## src/hw/rtl/pid_poi_pkg.sv

```systemverilog
package pid_poi_pkg;

    localparam int DATA_WIDTH_DEF = 32;
    localparam int FRAC_BITS_DEF  = 16;

    localparam int GAIN_W     = 24;
    localparam int LIMIT_W    = 15;
    localparam int CFG_IDX_W  = 3;
    localparam int CFG_DATA_W = 24;

    typedef enum logic [CFG_IDX_W-1:0] {
        REG_MODE           = 3'd0,
        REG_GAIN_P         = 3'd1,
        REG_GAIN_I         = 3'd2,
        REG_GAIN_D         = 3'd3,
        REG_INTEGRAL_LIMIT = 3'd4,
        REG_OUTPUT_LIMIT   = 3'd5
    } t_cfg_reg;

    typedef enum logic {
        MODE_POSITIONAL  = 1'b0,
        MODE_INCREMENTAL = 1'b1
    } t_mode;

endpackage

```

## src/hw/rtl/pid_poi_mulq.sv

```systemverilog
// Fixed-point gain multiply: floor((gain * x) / 2^FRAC_BITS), saturated to DATA_WIDTH.
module pid_poi_mulq #(
    parameter int DATA_WIDTH = pid_poi_pkg::DATA_WIDTH_DEF,
    parameter int FRAC_BITS  = pid_poi_pkg::FRAC_BITS_DEF,
    parameter int X_W        = DATA_WIDTH + 2
) (
    input  logic signed [pid_poi_pkg::GAIN_W-1:0] i_gain,
    input  logic signed [X_W-1:0]                 i_x,
    output logic signed [DATA_WIDTH-1:0]          o_y
);

    localparam int PROD_W = pid_poi_pkg::GAIN_W + X_W;
    localparam logic [DATA_WIDTH-1:0] MAX_POS = {1'b0, {(DATA_WIDTH-1){1'b1}}};
    localparam logic [DATA_WIDTH-1:0] MAX_NEG = {1'b1, {(DATA_WIDTH-1){1'b0}}};

    logic signed [PROD_W-1:0] prod;
    logic signed [PROD_W-1:0] shifted;
    logic [PROD_W-DATA_WIDTH:0] top;

    always_comb begin
        prod    = PROD_W'(i_gain) * PROD_W'(i_x);
        shifted = prod >>> FRAC_BITS;
        top     = shifted[PROD_W-1:DATA_WIDTH-1];
        if ((&top) || !(|top)) begin
            o_y = shifted[DATA_WIDTH-1:0];
        end else if (shifted[PROD_W-1]) begin
            o_y = MAX_NEG;
        end else begin
            o_y = MAX_POS;
        end
    end

endmodule

```

## config.mk

```make
export PLATFORM = sky130hd
export DESIGN_NAME = pid_poi_mulq
export DESIGN_NICKNAME = d
export VERILOG_FILES = /design/src/hw/rtl/pid_poi_pkg.sv /design/src/hw/rtl/pid_poi_mulq.sv
export SDC_FILE = /design/constraint.sdc
export NUM_CORES = 2
export LEC_CHECK = 0
export BUFFER_PORTS_ARGS = -buffer_cell sky130_fd_sc_hd__buf_2
export CAP_MARGIN = 20
export CORE_AREA = 8 8 230 232
export DETAILED_ROUTE_END_ITERATION = 10
export DIE_AREA = 0 0 238 240
export PLACE_DENSITY_LB_ADDON = 0.2
export SYNTH_ARGS = -nofsm -noshare
export SYNTH_HDL_FRONTEND = slang
export SYNTH_SLANG_ARGS = --single-unit
```

## constraint.sdc

```tcl
create_clock -name vclk -period 10
set_input_delay 1 -clock vclk [all_inputs]
set_output_delay 1 -clock vclk [all_outputs]
set_load 0.02 [all_outputs]
```

# Word-level counts from Yosys, hierarchy flattened
# Cells that the tools add are included.
totals:
  ff_bits: 0
  word_cells: 7
op_classes:
  n_mul: 1
  muxes: 2
  n_reduce_logical: 4
op_table:
  columns: ["cell", "count"]
  rows:
  - ["$mux 32", 2]
  - ["$mul 24x34->58", 1]
  - ["$reduce_and 11->1", 1]
  - ["$reduce_or 11->1", 1]
  - ["$logic_not 1->1", 1]
  - ["$logic_or 1x1->1", 1]

# Logic depth before layout (Yosys ltp)
logic_depth:
  depth_word: 5
  depth_mapped: 29
  depth_no_buf: 26

# Worst setup path after synthesis
# No wires, ideal clock.
synth_timing:
  path_type: "input -> output"
  start: "input i_gain[3] in the netlist's numbering"
  end: "output o_y[0]"
  t_arrival_ns: 8.163
  setup_slack_ns: 0.837
  path_stages: 26
  path_cell_list: "clkbuf_1 -> clkbuf_1 -> nand2_1 -> fa_1 -> fa_1 -> fa_1 -> fa_1 -> inv_1 -> fa_1 -> fa_1 -> inv_1 -> fa_1 -> inv_1 -> ha_1 -> buf_6 -> nand4_4 -> or3_4 -> or4_4 -> o32ai_4 -> o21ai_4 -> o31ai_4 -> xnor2_1 -> o2111ai_1 -> o41ai_4 -> buf_6 -> a21oi_2"
synth_via:
  elab_chain_len: 5
  elab_cells_between_ends: 7
  classes_between: "1 x mul; 2 x mux; 4 x reduce/logical"
synth_rtl:
  columns: ["element", "line_no", "source"]
  rows:
  - ["start, declared", "pid_poi_mulq.sv:7", "input logic signed [pid_poi_pkg::GAIN_W-1:0] i_gain,"]
  - ["$mul 24x34->58 (*)", "pid_poi_mulq.sv:21", "prod = PROD_W'(i_gain) * PROD_W'(i_x);"]
  - ["$reduce_or 11->1", "pid_poi_mulq.sv:24", "if ((&top) || !(|top)) begin"]
  - ["$logic_not 1->1", "pid_poi_mulq.sv:24", null]
  - ["$logic_or 1x1->1", "pid_poi_mulq.sv:24", null]
  - ["$mux 32 (*)", "pid_poi_mulq.sv:24", null]
  - ["end, declared", "pid_poi_mulq.sv:9", "output logic signed [DATA_WIDTH-1:0] o_y"]
# Mark *: on every way between the ends. The rest lies on a longest branch, timed or not.

# Worst setup path in the final report
layout_timing:
  start: "input i_gain[0] in the netlist's numbering"
  end: "output o_y[6]"
# The elaborated chain is that of the path after synthesis.

==> results.md <==
* Status: finished, final reports clean
* Tmin final at 9740 ps
* Most frequent CP cell: fa_1
* CP bufs+invs at 8
* Final hold viol count at 0
* Delay-heaviest family, CP: adder cells
* Fraction of layout instances using a drive strength above 1 at 0.0806
* Syn_nets at 4247
* Delay of the slowest cell on the worst path at 560 ps
* Die ar. at 57100 um^2
* Clock buffers at 0
* Slew Limit Fails at 0
* Crit path capture: o_y[6]
* Met2 wire len at 41800 um
* Vias in the first global route at 24700
* Die H at 240 um
* Launch point of the worst path: i_gain[0]
* Initial antenna violation count at 0
* Grt total ovfl at 0
* I/O pin count at 90
* Period utilization at 0.974
* Site row count at 82
* Hold Path Class: input port to primary output
* CP max stage cell: or4_4
* Area contributors post-synth: fa_1, inv_1, and2_1
* Hold Startpoint: i_gain[1]
* Crit. path cell count at 27
* Worst Path Max Fanout at 21
* Nets at 4248
* Finished Layout Cells at 3884
* Max-Cap Viols at 0
* Syn_area_per_cell at 9.05 um^2
* Synth Instances at 3213
* Core area at 49500 um^2
* Total Routing Usage GR at 0.283
* Worst path required time at 9000 ps
* Layout area overhead at 5.13%
* Largest net degree at the start of global routing at 35
* I/O Buffers at 90
* Worst slew pin tran at 642 ps
* Synth unique cells at 72
* Initial Utilization at 0.588
* Share of the synthesized area in the top cell type at 0.569
* Vias per cell at 5.54
* First-pass GRT wire length at 128000 um
* Post-DP HPWL at 67400 um
* Total number of vias at 21500
* N_diodes at 0
* Iteration-0 DRC count of the detailed router at 1138
* Final setup viols at 0
* Max frequency at 103 MHz
* FF/Latch Area at 0 um^2
* Post-DRT Antenna Nets at 0
* Wl on met1 at 27400 um
* WL/cell at 20.0 um
* Yosys top cell by area: fa_1
* Die width at 238 um
* WL met3 at 3530 um
* Crit path DAT at 8740 ps
* Drt total wl at 77800 um
* Highest metal used: met4
* Placed Cells at 3881
* Critical Path End Type: primary output
* DRC at 0
* Yosys Warn Count at 0
* Setup CP Type: input port to primary output
* CP startpoint kind: input port
* Pre-antenna DRT Iters at 5
* CTS hold repair buffers at 0
* Post-Syn Area at 29100 um^2
* Worst slew margin at 0.566
* Seq/Total Area, Yosys at 0
* GP Congestion at 0.951
* Num sequential at 0
cells by family (layout without fill, tap and decap cells):
logic type | after synthesis | count (layout) | share of synthesized area
and+or+nand+nor | 969 | 969 | 0.165
AOI/OAI and AO/OA | 208 | 208 | 0.0517
buffers and inverters | 1003 | 1002 | 0.133
adders and majority gates | 976 | 976 | 0.633
muxes | 1 | 1 | 0.000344
xor gates and xnor gates | 56 | 56 | 0.0169
how the worst min path moves through the flow:
stage          endpoint  slack [ps]  cells after the start
2_1_floorplan    o_y[0]        2620                      6
3_3_place_gp     o_y[0]        3330                      9
3_5_place_dp     o_y[0]        3350                      9
4_1_cts          o_y[0]        3350                      9
5_1_grt          o_y[0]        3340                      9
6_report         o_y[0]        3280                      9
final cells by class:
type | count | area [um^2]
fill | 4325 | 18900
tap | 672 | 841
multi-input combinational | 2210 | 25400
inverter | 822 | 3090
timing repair buffer | 180 | 1270
synth_stat cells, types with 18 or more instances:
cell	n
fa_1	826
inv_1	821
nand2_1	460
and2_1	366
clkbuf_1	157
ha_1	150
a21oi_1	66
nor2_1	60
xnor2_1	38
o21ai_0	36
a21oi_2	31
nand4_1	22
xor2_1	18
what timing repair did:
action / in CTS / in global routing
setup endpoints to repair: 0 / 31
gates resized for setup: 0 / 72
buffers inserted: 0 / 1
stage by stage:
stage / util / instance area [um^2] / setup WS (ps) / hold WS, ps / TNS (ps)
6_report: 0.618 / 30600 / 263 / 3280 / 0
5_1_grt: 0.618 / 30600 / -34.1 / 3340 / -569
4_1_cts: 0.613 / 30300 / 52.6 / 3350 / 0
3_5_place_dp: 0.613 / 30300 / 77.5 / 3350 / 0
3_3_place_gp: 0.613 / 30300 / 163 / 3330 / 0
2_1_floorplan: - / 29100 / 837 / 2620 / 0
layer usage:
layer | vias to the layer above | GRT usage
met5 | - | 0
met4 | 0 | 0.146
met3 | 273 | 0.0163
met2 | 776 | 0.534
met1 | 11300 | 0.322
li1 | 9205 | -
placed cells by master, fill, tap and decap left out, drive strengths merged, types with 8 or more instances in the layout:
master / instances
a21oi: 97
a211oi: 8
nor2: 60
and2: 366
xor2: 18
nand4: 24
nor3: 11
inv: 822
nand2: 462
xnor2: 38
buf: 148
nand3: 8
nand2b: 11
fa: 826
o21a: 8
clkbuf: 32
ha: 150
o21ai: 38
Power is left out: the tool's default activity adds up to more than one toggle a clock period on the data nets, which glitch-free logic cannot reach.
